### config.mk
export PLATFORM = sky130hd
export DESIGN_NAME = ptmap_ctrl
export DESIGN_NICKNAME = d
export VERILOG_FILES = /design/src/rtl/ptmap_pkg.sv /design/src/rtl/ptmap_ctrl.sv
export SDC_FILE = /design/constraint.sdc
export NUM_CORES = 1
export LEC_CHECK = 0
export BUFFER_PORTS_ARGS = -buffer_cell sky130_fd_sc_hd__buf_4
export CORE_UTILIZATION = 40
export CTS_CLUSTER_DIAMETER = 150
export DETAILED_ROUTE_END_ITERATION = 10
export GPL_TIMING_DRIVEN = 0
export PLACE_DENSITY = 0.71
export SETUP_SLACK_MARGIN = 0.1
export SYNTH_ARGS = -nofsm -noshare
export SYNTH_HDL_FRONTEND = slang
export SYNTH_SLANG_ARGS = --single-unit
### constraint.sdc
create_clock -name clock -period 1.5 [get_ports clock]
set_clock_uncertainty 0.05 [all_clocks]
set_input_delay 0.15 -clock clock [delete_from_list [all_inputs] [get_ports clock]]
set_output_delay 0.15 -clock clock [all_outputs]
set_load 0.03 [all_outputs]
### src/rtl/ptmap_pkg.sv
package ptmap_pkg;

   localparam int TABLE_SLOTS       = 64;
   localparam int ENTRIES_PER_TABLE = 512;
   localparam int IDX_W             = $clog2(ENTRIES_PER_TABLE);
   localparam int SLOT_W            = $clog2(TABLE_SLOTS);
   localparam int ADDR_W            = SLOT_W + IDX_W;
   localparam int MEM_DEPTH         = TABLE_SLOTS * ENTRIES_PER_TABLE;
   localparam int PFN_W             = 20;
   localparam int VA_W              = 48;
   localparam int PA_W              = 48;
   localparam int FILL_W            = PA_W + 1;
   localparam int LVL_W             = 2;

   localparam logic [31:0]      ALLOC_RESET = 32'h0010_0000;
   localparam logic [11:0]      LINK_FLAGS  = 12'h003;
   localparam logic [LVL_W-1:0] LVL_PRE     = 2'd2;
   localparam logic [LVL_W-1:0] LVL_LEAF    = 2'd3;

   typedef enum logic [1:0] {
      STAT_MAPPED    = 2'd0,
      STAT_PRESENT   = 2'd1,
      STAT_EXHAUSTED = 2'd2
   } status_type;

   typedef struct packed {
      logic       load_req;
      logic       rd;
      logic       follow;
      logic       grab;
      logic       root_clr;
      logic       clr_wr;
      logic       link_wr;
      logic       leaf_wr;
      logic       fill_wr;
      logic       respond;
      status_type rsp_status;
   } cmd_type;

   typedef struct packed {
      logic present;
      logic link_ok;
      logic pool_ok;
      logic cnt_last;
      logic lvl_leaf;
      logic lvl_pre_leaf;
      logic action;
   } sts_type;

endpackage

### src/rtl/ptmap_ctrl.sv
module ptmap_ctrl
   import ptmap_pkg::*;
(
   input  logic    clock,
   input  logic    reset,
   input  logic    start,
   output logic    busy,
   input  sts_type sts,
   output cmd_type cmd
);

   typedef enum logic [7:0] {
      ST_CLR_ROOT = 8'b0000_0001,
      ST_IDLE     = 8'b0000_0010,
      ST_READ     = 8'b0000_0100,
      ST_EVAL     = 8'b0000_1000,
      ST_CLEAR    = 8'b0001_0000,
      ST_LINK     = 8'b0010_0000,
      ST_LEAFW    = 8'b0100_0000,
      ST_FILL     = 8'b1000_0000
   } state_type;

   state_type state_ff, state_in;

   always_comb begin
      state_in       = state_ff;
      cmd            = '0;
      cmd.rsp_status = STAT_MAPPED;
      unique case (state_ff)
         ST_CLR_ROOT: begin
            cmd.root_clr = 1'b1;
            if (sts.cnt_last) begin
               state_in = ST_IDLE;
            end
         end
         ST_IDLE: begin
            if (start) begin
               cmd.load_req = 1'b1;
               state_in     = ST_READ;
            end
         end
         ST_READ: begin
            cmd.rd   = 1'b1;
            state_in = ST_EVAL;
         end
         ST_EVAL: begin
            if (!sts.lvl_leaf) begin
               if (sts.present) begin
                  if (sts.link_ok) begin
                     cmd.follow = 1'b1;
                     state_in   = (sts.lvl_pre_leaf && sts.action) ? ST_FILL : ST_READ;
                  end else begin
                     cmd.respond    = 1'b1;
                     cmd.rsp_status = STAT_EXHAUSTED;
                     state_in       = ST_IDLE;
                  end
               end else if (sts.pool_ok) begin
                  cmd.grab = 1'b1;
                  state_in = ST_CLEAR;
               end else begin
                  cmd.respond    = 1'b1;
                  cmd.rsp_status = STAT_EXHAUSTED;
                  state_in       = ST_IDLE;
               end
            end else begin
               // single-page leaf
               if (sts.present) begin
                  cmd.respond    = 1'b1;
                  cmd.rsp_status = STAT_PRESENT;
                  state_in       = ST_IDLE;
               end else if (sts.pool_ok) begin
                  cmd.grab = 1'b1;
                  state_in = ST_LEAFW;
               end else begin
                  cmd.respond    = 1'b1;
                  cmd.rsp_status = STAT_EXHAUSTED;
                  state_in       = ST_IDLE;
               end
            end
         end
         ST_CLEAR: begin
            cmd.clr_wr = 1'b1;
            if (sts.cnt_last) begin
               state_in = ST_LINK;
            end
         end
         ST_LINK: begin
            cmd.link_wr = 1'b1;
            state_in    = (sts.lvl_pre_leaf && sts.action) ? ST_FILL : ST_READ;
         end
         ST_LEAFW: begin
            cmd.leaf_wr = 1'b1;
            cmd.respond = 1'b1;
            state_in    = ST_IDLE;
         end
         ST_FILL: begin
            cmd.fill_wr = 1'b1;
            if (sts.cnt_last) begin
               cmd.respond = 1'b1;
               state_in    = ST_IDLE;
            end
         end
         default: begin
            state_in = ST_IDLE;
         end
      endcase
   end

   always_ff @(posedge clock) begin
      if (reset) begin
         state_ff <= ST_CLR_ROOT;
      end else begin
         state_ff <= state_in;
      end
   end

   assign busy = (state_ff != ST_IDLE);

   a_fill_ends: assert property (@(posedge clock) disable iff (reset)
      (state_ff == ST_FILL && sts.cnt_last) |=> state_ff == ST_IDLE)
      else $error("leaf fill did not finish after the last entry");

   a_exhaust_ends: assert property (@(posedge clock) disable iff (reset)
      (state_ff == ST_EVAL && !sts.present && !sts.pool_ok) |=> state_ff == ST_IDLE)
      else $error("walk went on with an empty page pool");

endmodule

## Yosys cells after proc, flatten, opt, wreduce, memory -nomap -nowiden

Cells that the tools add are included.
Widths: inputs -> output; s select.

- Equality and inequality tests: 12
- Multiplexer cells: 33
- Reductions and logical operators: 3

Operators by type and width:

| operator | number |
|---|---|
| $mux 8 | 8 |
| $pmux 8 s6 | 1 |
| $mux 3 | 5 |
| $mux 1 | 14 |
| $eq 8x1->1 const B | 1 |
| $eq 8x2->1 const B | 1 |
| $eq 8x3->1 const B | 1 |
| $eq 8x4->1 const B | 1 |
| $eq 8x5->1 const B | 1 |
| $eq 8x6->1 const B | 1 |
| $eq 8x7->1 const B | 1 |
| $eq 8x8->1 const B | 1 |
| $ne 8x2->1 const B | 1 |
| $mux 7 | 1 |
| $mux 5 | 1 |
| $mux 2 | 2 |
| $ne 2x2->1 const B | 2 |
| $pmux 1 s3 | 1 |
| $reduce_and 3->1 | 1 |
| $ne 2x1->1 const B | 1 |
| $reduce_or 2->1 | 1 |
| $logic_and 1x1->1 | 1 |

- Input bits: 10
- Word-level logic and storage cells: 49
- Bits in registers: 8

## Logic depth before layout (Yosys ltp)

Gate-level depths: netlist of the first run.

- Depth after elaboration: 6
- Gate-level depth with buffers: 7

## Least setup slack after synthesis of the first run

Ideal clock, no wire load.

- Path type: reg-to-output
- Start: register state_ff[5]
- End: output port cmd[2] in the netlist's numbering
- Required time: 1.300 ns
- Cell stages (with the launch flop): 6
- Slack: -0.702 ns
- Arrival time: 2.002 ns
- Path through: dfxtp_1 -> nor4_2 -> nand2_1 -> nor3b_1 -> a21oi_1 -> nand2_1

RTL lines:

| item | RTL line | text |
|---|---|---|
| start, declared | ptmap_ctrl.sv:23 | `state_type state_ff, state_in;` |
| start signal, assigned | ptmap_ctrl.sv:113 | `state_ff <= state_in;` |
| end, declared | ptmap_ctrl.sv:9 | `output cmd_type cmd` |

==> flow_summary.ini, run 1 <==
[run_status]
status = finished, violations left
violations_in_the_final_reports = setup timing

[power]
power.density_nw_per_um2 = 514
vdd_ir_drop_max_uv = 596
overall_power_after_layout_mw = 0.591
total_leakage_power_nw = 0.458

[finish]
largestRegisters = state_ff: 8 flops
multi_input_area_um2 = 549
regArea_um2 = 181
max_flop_register = state_ff
layout.nets = 122
final_cells = 125
max_reg_flops = 8
n_fill_cell = 55
flow.area_growth_from_synthesis_pct = 108
post_route_cells_drive_above_1_share = 0.727
diodes = 0

[critical_path]
critical_path_arrival_ns = 1.71
rrSetupSlack_ns = -0.31
regToRegStartpoint = state_ff[3]$_SDFFE_PP0P_
critPathTopFamily = simple AND/OR/NAND/NOR gates
crit_path_cells = nor4_4, nand2_2, nor3b_4, nand2_1, inv_2, buf_6
timing_worst_setup_path_type = register to output pin
timing.critical_path.from_type = register
cp_max_fo = 3
worst_setup_path_end_kind = output pin
path_buf_inv = 2
worstPathRequired_ns = 1.30
critical_path.slowest_cell = sky130_fd_sc_hd__nor4_4
worst-r2r-cell-count = 8
r2r_path_end = state_ff[4]$_SDFFE_PP0P_
critical-path-max-stage-delay_ns = 0.37

[hold_path]
worst_hold_startpoint = reset
holdPathEnd = state_ff[4]$_SDFFE_PP0P_
hold-path-cell-count = 2
class_of_the_worst_hold_path = input port to register

[grt]
grt_antenna_before_repair = 0
number_of_global_route_vias_before_repair = 663
grt_start_max_net_pins = 9
globalRouteTotalUtil = 0.294
grt_pass1_wl_um = 2980
overflow_after_grt = 0

[synthesis]
postSynthCellCount = 70
seq_area_frac_synth = 0.290
synth.avg_cell_area_um2 = 7.88
synth.lib_cells_used.distinct = 32
synth_enable_flop_cells = 0
ys.flop_type = sky130_fd_sc_hd__dfxtp_1
synth.net_count = 80
async_set_or_reset_flop_fraction_in_the_synthesized_netlist = 0
synth-seq-cells = 8
synth.cell_area_um2 = 552
synth-warning-count = 0

[floorplanning]
initial_core_util = 0.429
die_outline_area_um2 = 1530
rows = 13
die_height_um = 39.1
core-area_um2 = 1280
die_width_um = 39.1
ioPinCount = 23

[cts]
postCtsHoldBufs = 0
cts_tree = done
total_clock_sinks = 8
clockRootBuffer = sky130_fd_sc_hd__clkbuf_4
insertion_delay_ns = 0.27
cts_buffer_depth = 2
tritoncts_buffers = 3
worst_setup_hold_path_clk_slew_ns = 0.06
htreeDepth = 1

[timing]
period_share = 1.27
final.hold.worst_slack_ns = 0.0226
finalCriticalPeriod_ns = 1.91
worst-slew-pin-transition_ns = 0.436
hold_viol_final = 0
maxSlewHeadroom = 0.706
fin_ws_ns = -0.409
max_freq_mhz = 524
final_max_slew_viol_count = 0
rsz0062_at_grt = true
setup_violating_endpoint_count_in_the_final_report = 19

[placement]
globalplace.congestion = 0.789
detailed_placement_wirelength_estimate_um = 1120
placement.io_buffers = 22
dpl.cell_count = 107

[route]
drtPass1Iterations = 4
drt-wirelength-per-cell_um = 16.9
avgViaCountPerCell = 5.70
dr_total_vias = 712
drt_first_iter_violations = 13
drc = 0
final_antenna_net_count = 0
routed_wl_um = 2110

[run]
max_cap_viol_count = 0
==> logic make-up (layout without fill, tap and decap cells) <==
group / after synthesis / in the layout / synth area share
and+or+nand+nor: 44 / 44 / 0.481
AOI/OAI and AO/OA: 13 / 13 / 0.186
DFF: 8 / 8 / 0.290
buffers and inverters: 4 / 44 / 0.0272
xor gates and xnor gates: 1 / 1 / 0.0159
==> cells in the mapped netlist (2+ instances only) <==
| master | count | area [µm²] |
|---|---|---|
| sky130_fd_sc_hd__nand3b_1 | 2 | 15.0 |
| sky130_fd_sc_hd__nand2_1 | 6 | 22.5 |
| sky130_fd_sc_hd__nor3b_1 | 3 | 22.5 |
| sky130_fd_sc_hd__nor4_2 | 2 | 25.0 |
| sky130_fd_sc_hd__nor3_1 | 2 | 10.0 |
| sky130_fd_sc_hd__nand3_1 | 4 | 20.0 |
| sky130_fd_sc_hd__dfxtp_1 | 8 | 160 |
| sky130_fd_sc_hd__nor2b_1 | 2 | 12.5 |
| sky130_fd_sc_hd__a21oi_1 | 5 | 25.0 |
| sky130_fd_sc_hd__nor2_1 | 12 | 45.0 |
| sky130_fd_sc_hd__inv_1 | 3 | 11.3 |
==> per-stage QoR <==
step | TNS, ns | util | setup slack, ns | cell area, µm²
after floorplan | -0.431 | - | -0.144 | 663
after global placement | -2.15 | 0.659 | -0.254 | 847
after detailed placement | -2.42 | 0.659 | -0.273 | 847
after CTS | -4.11 | 0.874 | -0.350 | 1120
after global routing | -6.26 | 0.894 | -0.490 | 1150
final | -5.13 | 0.894 | -0.409 | 1150
==> worst max-delay path by stage <==
| stage | to | cells after the start | from |
|---|---|---|---|
| after floorplan | cmd[2] | 5 | state_ff[4]$_SDFFE_PP0P_ |
| after global placement | state_ff[4]$_SDFFE_PP0P_ | 7 | state_ff[4]$_SDFFE_PP0P_ |
| after detailed placement | state_ff[4]$_SDFFE_PP0P_ | 7 | state_ff[4]$_SDFFE_PP0P_ |
| after CTS | cmd[11] | 6 | state_ff[3]$_SDFFE_PP0P_ |
| after global routing | cmd[11] | 6 | state_ff[3]$_SDFFE_PP0P_ |
| final | cmd[11] | 6 | state_ff[3]$_SDFFE_PP0P_ |
==> cells in the final DEF (no fill, tap or decap), types with 2 or more instances in the layout <==
| cell | netlist | layout |
|---|---|---|
| sky130_fd_sc_hd__dfxtp_2 | 0 | 2 |
| sky130_fd_sc_hd__nor2_4 | 1 | 6 |
| sky130_fd_sc_hd__nand3_4 | 0 | 2 |
| sky130_fd_sc_hd__nand2_1 | 6 | 3 |
| sky130_fd_sc_hd__buf_6 | 0 | 17 |
| sky130_fd_sc_hd__nor2_1 | 12 | 6 |
| sky130_fd_sc_hd__dfxtp_4 | 0 | 5 |
| sky130_fd_sc_hd__clkbuf_4 | 0 | 3 |
| sky130_fd_sc_hd__inv_2 | 1 | 3 |
| sky130_fd_sc_hd__buf_4 | 0 | 18 |
| sky130_fd_sc_hd__nor3b_4 | 0 | 3 |
| sky130_fd_sc_hd__nand2_2 | 0 | 3 |
| sky130_fd_sc_hd__a21oi_2 | 1 | 2 |
| sky130_fd_sc_hd__nor2b_1 | 2 | 2 |
| sky130_fd_sc_hd__nand3b_1 | 2 | 2 |
| sky130_fd_sc_hd__nor4_4 | 0 | 2 |
| sky130_fd_sc_hd__a21oi_1 | 5 | 3 |
| sky130_fd_sc_hd__nor3_2 | 0 | 2 |
==> final cells by class <==
type,instances,area share
timing repair buffer,37,0.315
tap,15,0.0163
clock buffer,3,0.0196
inverter,4,0.0131
sequential,8,0.158
multi-input combinational,58,0.478
==> routing by layer <==
layer	GRT usage	part of all wire	vias to the layer above
li1	-	-	338
met1	0.377	0.42	350
met2	0.508	0.52	20
met3	0.0520	0.036	4
met4	0.0517	0.018	0
met5	0	0	-
==> power breakdown <==
part,internal (mW),switching (mW)
clock,0.0925,0.0878
sequential,0.213,0.0107
combinational,0.0874,0.0993
==> repair_timing <==
| action | CTS | global route |
|---|---|---|
| pin swaps | 19 | 8 |
| endpoints found under the setup margin | 21 | 21 |
| resized for setup | 39 | 3 |
| buffers inserted | 14 | 2 |
==> worst reg2reg max path, stage by stage, from the launching register on <==
cell	delay (ns)
sky130_fd_sc_hd__dfxtp_4	0.35
sky130_fd_sc_hd__nor4_4	0.37
sky130_fd_sc_hd__nand2_2	0.15
sky130_fd_sc_hd__nor3b_4	0.26
sky130_fd_sc_hd__inv_2	0.09
sky130_fd_sc_hd__buf_6	0.14
sky130_fd_sc_hd__nor2_4	0.12
sky130_fd_sc_hd__o21ai_2	0.06
sky130_fd_sc_hd__a21oi_1	0.15
(Power assumes the default switching activity.)
==> inputs of run 2 (changes only) <==
--- a/config.mk
+++ b/config.mk
@@ -8,6 +8,7 @@
 export BUFFER_PORTS_ARGS = -buffer_cell sky130_fd_sc_hd__buf_4
 export CORE_UTILIZATION = 40
 export CTS_CLUSTER_DIAMETER = 150
+export CTS_CLUSTER_SIZE = 8
 export DETAILED_ROUTE_END_ITERATION = 10
 export GPL_TIMING_DRIVEN = 0
 export PLACE_DENSITY = 0.71
==> constraint.sdc (replaced) <==
create_clock -name clock -period 1.6 [get_ports clock]
set_clock_uncertainty 0.05 [all_clocks]
set_input_delay 0.16 -clock clock [delete_from_list [all_inputs] [get_ports clock]]
set_output_delay 0.16 -clock clock [all_outputs]
set_load 0.03 [all_outputs]
==> run 2 against run 1 <==
  * The run still ends with setup timing left
  * Global-route usage increased by 2.2 points
  * Worst hold slack gained 0.026 ns
  * Sequential cell count stayed put
  * Combinational power up 3%
  * Sequential power shrank 7%
  * Largest power group unchanged
==> flow_summary.ini, run 2 (same netlist as run 1, synthesis figures left out) <==
[critical_path]
critPathTopFamily = simple AND/OR/NAND/NOR gates
critical_path.slowest_cell = sky130_fd_sc_hd__dfxtp_4
timing.critical_path.from_type = register
crit_path_cells = nor4_4, nand2_2, nor3b_4, nand2_1, inv_2, buf_6
worst_setup_path_end_kind = output pin
path_buf_inv = 2
regToRegStartpoint = state_ff[2]$_SDFFE_PP0P_
critical_path_arrival_ns = 1.69
rrSetupSlack_ns = -0.27
worstPathRequired_ns = 1.39
worst-r2r-cell-count = 8
cp_max_fo = 3
r2r_path_end = state_ff[1]$_SDFFE_PP0P_
critical-path-max-stage-delay_ns = 0.36
timing_worst_setup_path_type = register to output pin

[cts]
tritoncts_buffers = 3
htreeDepth = 1
insertion_delay_ns = 0.28
total_clock_sinks = 8
clockRootBuffer = sky130_fd_sc_hd__clkbuf_4
cts_tree = done
worst_setup_hold_path_clk_slew_ns = 0.07
postCtsHoldBufs = 0
cts_buffer_depth = 2

[route]
final_antenna_net_count = 0
drtPass1Iterations = 4
maxUsedRoutingLayer = met4
drc = 0
routed_wl_um = 2610
detail_route.wirelength.met1_um = 951
drt_first_iter_violations = 24
dr_total_vias = 775
wire_length_on_met3_um = 278
avgViaCountPerCell = 6.15
met2WireLength_um = 1260
drt-wirelength-per-cell_um = 20.7

[timing]
rsz0062_at_grt = true
final_max_slew_viol_count = 0
finalCriticalPeriod_ns = 1.90
setup_violating_endpoint_count_in_the_final_report = 19
maxSlewHeadroom = 0.759
max_freq_mhz = 528
setup-tns-final_ns = -3.29
hold_viol_final = 0
fin_ws_ns = -0.295
worst-slew-pin-transition_ns = 0.357
period_share = 1.18

[finish]
post_route_cells_drive_above_1_share = 0.748
layout.nets = 123
layout.core_utilization = 0.907
largestRegisters = state_ff: 8 flops
layout_common_cells = 19 x sky130_fd_sc_hd__buf_6, 18 x sky130_fd_sc_hd__buf_4, 7 x sky130_fd_sc_hd__nor2_4
diodes = 0
max_reg_flops = 8
final_cells = 126
flow.area_growth_from_synthesis_pct = 111
max_flop_register = state_ff
final_common_cell = sky130_fd_sc_hd__buf_6

[floorplanning]
die_width_um = 39.1
ioPinCount = 23
die_height_um = 39.1
rows = 13
initial_core_util = 0.429
core-area_um2 = 1280
die_outline_area_um2 = 1530

[hold_path]
hold-path-cell-count = 2
class_of_the_worst_hold_path = input port to register
worst_hold_startpoint = reset
holdPathEnd = state_ff[4]$_SDFFE_PP0P_

[power]
share_clk_of_total_power = 0.306
pwr-share-seq = 0.360
overall_power_after_layout_mw = 0.577
power.density_nw_per_um2 = 495
vdd_ir_drop_max_uv = 443
comb_power_share = 0.334
power_switching_share = 0.348
cell_internal_pwr_mw = 0.376
switching_power_mw = 0.201
total_leakage_power_nw = 0.466

[grt]
globalRouteTotalUtil = 0.315
number_of_global_route_vias_before_repair = 655
overflow_after_grt = 0
grt_start_max_net_pins = 8
grt_pass1_wl_um = 3080
grt_antenna_before_repair = 0

[placement]
dpl.cell_count = 107
place_worst_setup_slack_ns = -0.320
placement.io_buffers = 22
detailed_placement_wirelength_estimate_um = 1140
globalplace.congestion = 0.789

[run_status]
status = finished, violations left
violations_in_the_final_reports = setup timing

[run]
max_cap_viol_count = 0
run 2: cell types whose count changed in the layout (fill, tap and decap cells not counted), sizes merged:
cell,before,now
buf,37,38
run 2: worst max-delay path by stage:
stage	start	to	slack, ns	depth (start not counted)
global placement	state_ff[7]$_SDFFE_PP0P_	cmd[2]	-0.30	5
global route	state_ff[2]$_SDFFE_PP0P_	cmd[11]	-0.36	6
floorplan	state_ff[4]$_SDFFE_PP0P_	cmd[2]	-0.05	5
detailed placement	state_ff[7]$_SDFFE_PP0P_	cmd[2]	-0.32	5
finish	state_ff[2]$_SDFFE_PP0P_	cmd[11]	-0.30	6
CTS	state_ff[5]$_SDFFE_PP0P_	cmd[11]	-0.24	6
run 2: routing by layer:
metal	up-vias	GRT usage
li1	336	-
met1	361	0.390
met2	63	0.496
met3	15	0.116
met4	0	0.103
met5	-	0
run 2: stage by stage:
stage	hold slack (ns)	cell area, µm²
2_1_floorplan	0.172	623
3_3_place_gp	0.299	807
3_5_place_dp	0.305	807
4_1_cts	0.0278	1110
5_1_grt	0.0351	1170
6_report	0.0481	1170
run 2: area by class of cell:
cell class	instances	area (µm²)
flip-flops and latches	8	185
inverters	4	15.0
fillers	53	119
well taps	15	18.8
repair buffers	38	364
clock buffers	3	22.5
multi-input cells	58	561
run 2: worst reg2reg max path, cell delays in order, from the launching register on:
cell	delay, ns
sky130_fd_sc_hd__dfxtp_4	0.36
sky130_fd_sc_hd__nor4_4	0.35
sky130_fd_sc_hd__nand2_2	0.15
sky130_fd_sc_hd__nor3b_4	0.24
sky130_fd_sc_hd__inv_2	0.09
sky130_fd_sc_hd__buf_6	0.14
sky130_fd_sc_hd__nor2_4	0.16
sky130_fd_sc_hd__a31oi_1	0.07
sky130_fd_sc_hd__a21oi_1	0.17
run 2: power groups by stage:
| stage | clock, mW | combinational [mW] | sequential [mW] |
|---|---|---|---|
| final | 0.177 | 0.193 | 0.207 |
| after global routing | 0.189 | 0.201 | 0.207 |
| after global placement | 0 | 0.108 | 0.221 |
| after detailed placement | 0 | 0.109 | 0.221 |
| after floorplan | 0 | 0.0680 | 0.219 |
| after CTS | 0.165 | 0.165 | 0.207 |
run 2: timing repair:
item                                    4_1_cts  5_1_grt
resized for setup                            45       12
pin swaps                                    22        9
endpoints found under the setup margin       21       21
setup buffers                                17        0
==> inputs of run 3 (changes only) <==
--- a/config.mk
+++ b/config.mk
@@ -13,6 +13,7 @@
 export GPL_TIMING_DRIVEN = 0
 export PLACE_DENSITY = 0.71
 export SETUP_SLACK_MARGIN = 0.1
+export SKIP_LAST_GASP = 1
 export SYNTH_ARGS = -nofsm -noshare
 export SYNTH_HDL_FRONTEND = slang
 export SYNTH_SLANG_ARGS = --single-unit
==> run 3 against run 2 <==
  * Maximum frequency decreased by 0.43%
  * Routed wire length increased by 1.5%
  * The flow still finishes with violations (setup timing)
  * Utilization decreased by 0.58 points
  * Non-clock buffer count increased by 3
  * Critical endpoint is now state_ff[1]$_SDFFE_PP0P_
  * Design area decreased by 0.64%
  * Clock power decreased by 5%
  * Die area unchanged
  * Largest cell class unchanged
  * Register-to-register slack got worse by 0.03 ns
  * Critical path depth unchanged
==> flow_summary.ini, run 3 (same netlist as run 1, synthesis figures left out) <==
[cts]
postCtsHoldBufs = 0
cts_buffer_depth = 2
worst_setup_hold_path_clk_slew_ns = 0.06
clockRootBuffer = sky130_fd_sc_hd__clkbuf_4
htreeDepth = 1
cts_tree = done
tritoncts_buffers = 3
total_clock_sinks = 8
insertion_delay_ns = 0.27

[timing]
finalCriticalPeriod_ns = 1.90
final.hold.worst_slack_ns = 0.0414
hold_viol_final = 0
max_freq_mhz = 525
worst-slew-pin-transition_ns = 0.465
setup_violating_endpoint_count_in_the_final_report = 19
rsz0062_at_grt = true
fin_ws_ns = -0.303
final_max_slew_viol_count = 0
maxSlewHeadroom = 0.686
period_share = 1.19

[power]
total_leakage_power_nw = 0.471
power.density_nw_per_um2 = 492
vdd_ir_drop_max_uv = 460
overall_power_after_layout_mw = 0.570

[run]
max_cap_viol_count = 0

[finish]
largestRegisters = state_ff: 8 flops
layout_common_cells = 25 x sky130_fd_sc_hd__buf_4, 15 x sky130_fd_sc_hd__buf_6, 6 x sky130_fd_sc_hd__nor2_1, 6 x sky130_fd_sc_hd__nor2_4, 6 x sky130_fd_sc_hd__dfxtp_4
post_route_cells_drive_above_1_share = 0.746
diodes = 0
flow.area_growth_from_synthesis_pct = 110
max_reg_flops = 8
max_flop_register = state_ff
layout.nets = 126
final_common_cell = sky130_fd_sc_hd__buf_4

[critical_path]
timing_worst_setup_path_type = register to register
cp_max_fo = 3
worstPathRequired_ns = 1.70
critical-path-max-stage-delay_ns = 0.57
rrSetupSlack_ns = -0.30
critical_path_arrival_ns = 2.00
critPathTopFamily = simple AND/OR/NAND/NOR gates
worst_setup_path_end_kind = register
regToRegStartpoint = state_ff[0]$_SDFFE_PP1P_
path_buf_inv = 1
timing.critical_path.from_type = register
crit_path_cells = or4_4, nor2_4, buf_4, o311ai_0, a31oi_1, a21oi_1
r2r_path_end = state_ff[1]$_SDFFE_PP0P_
critical_path.slowest_cell = sky130_fd_sc_hd__or4_4
worst-r2r-cell-count = 6

[floorplanning]
initial_core_util = 0.429
core-area_um2 = 1280
die_outline_area_um2 = 1530
ioPinCount = 23
rows = 13
die_height_um = 39.1
die_width_um = 39.1

[route]
avgViaCountPerCell = 6.09
dr_total_vias = 785
drt_first_iter_violations = 20
final_antenna_net_count = 0
drc = 0
drtPass1Iterations = 4
drt-wirelength-per-cell_um = 20.5
routed_wl_um = 2650

[placement]
placement.io_buffers = 22
globalplace.congestion = 0.789
detailed_placement_wirelength_estimate_um = 1140

[grt]
grt_start_max_net_pins = 8
grt_pass1_wl_um = 3060
globalRouteTotalUtil = 0.312
overflow_after_grt = 0
grt_antenna_before_repair = 0
number_of_global_route_vias_before_repair = 640

[run_status]
violations_in_the_final_reports = setup timing
status = finished, violations left

[hold_path]
class_of_the_worst_hold_path = input port to register
holdPathEnd = state_ff[4]$_SDFFE_PP0P_
worst_hold_startpoint = reset
hold-path-cell-count = 2
[run 3: power breakdown]
group	switching (mW)	internal [mW]	total, mW
clock network	0.0825	0.0867	0.169
registers	0.00827	0.199	0.207
logic	0.102	0.0922	0.194
total	0.192	0.378	0.570
[run 3: stage by stage]
step                      worst slack, ns  std cells  instance area (µm²)  TNS [ns]  utilization
final                              -0.303        129                 1160     -3.60        0.902
after floorplan                   -0.0541         70                  623   -0.0831            -
after global routing               -0.374        129                 1160     -4.81        0.902
after detailed placement           -0.320        107                  807     -1.86        0.628
after global placement             -0.302        107                  807     -1.55        0.628
after CTS                          -0.238        126                 1100     -2.32        0.858
[run 3: how the worst max path moves through the flow]
stage / startpoint / cells past startpoint / slack, ns / end
after floorplan: state_ff[4]$_SDFFE_PP0P_ / 5 / -0.05 / cmd[2]
after CTS: state_ff[5]$_SDFFE_PP0P_ / 6 / -0.24 / cmd[11]
final: state_ff[0]$_SDFFE_PP1P_ / 6 / -0.30 / state_ff[1]$_SDFFE_PP0P_
after global routing: state_ff[2]$_SDFFE_PP0P_ / 6 / -0.37 / cmd[11]
after global placement: state_ff[7]$_SDFFE_PP0P_ / 5 / -0.30 / cmd[2]
after detailed placement: state_ff[7]$_SDFFE_PP0P_ / 5 / -0.32 / cmd[2]
[run 3: layout make-up]
type	count	area [µm²]
tap	15	18.8
clock buffer	3	22.5
sequential	8	185
inverter	4	15.0
timing repair buffer	41	372
fill	59	126
multi-input combinational	58	546
[run 3: what timing repair did]
action                                 in CTS  in global routing
buffers inserted                           17                  3
cloned                                      0                  0
endpoints found under the hold margin       0                  0
gates resized for setup                    43                  7
setup endpoints to repair                  21                 21
pin swaps                                  22                  7
[run 3: layer usage]
metal / wire length (µm) / global-route usage / share of wire
met5: 0 / 0 / 0
met4: 87 / 0.147 / 0.033
met3: 191 / 0.121 / 0.072
met2: 1300 / 0.458 / 0.49
met1: 1070 / 0.390 / 0.40
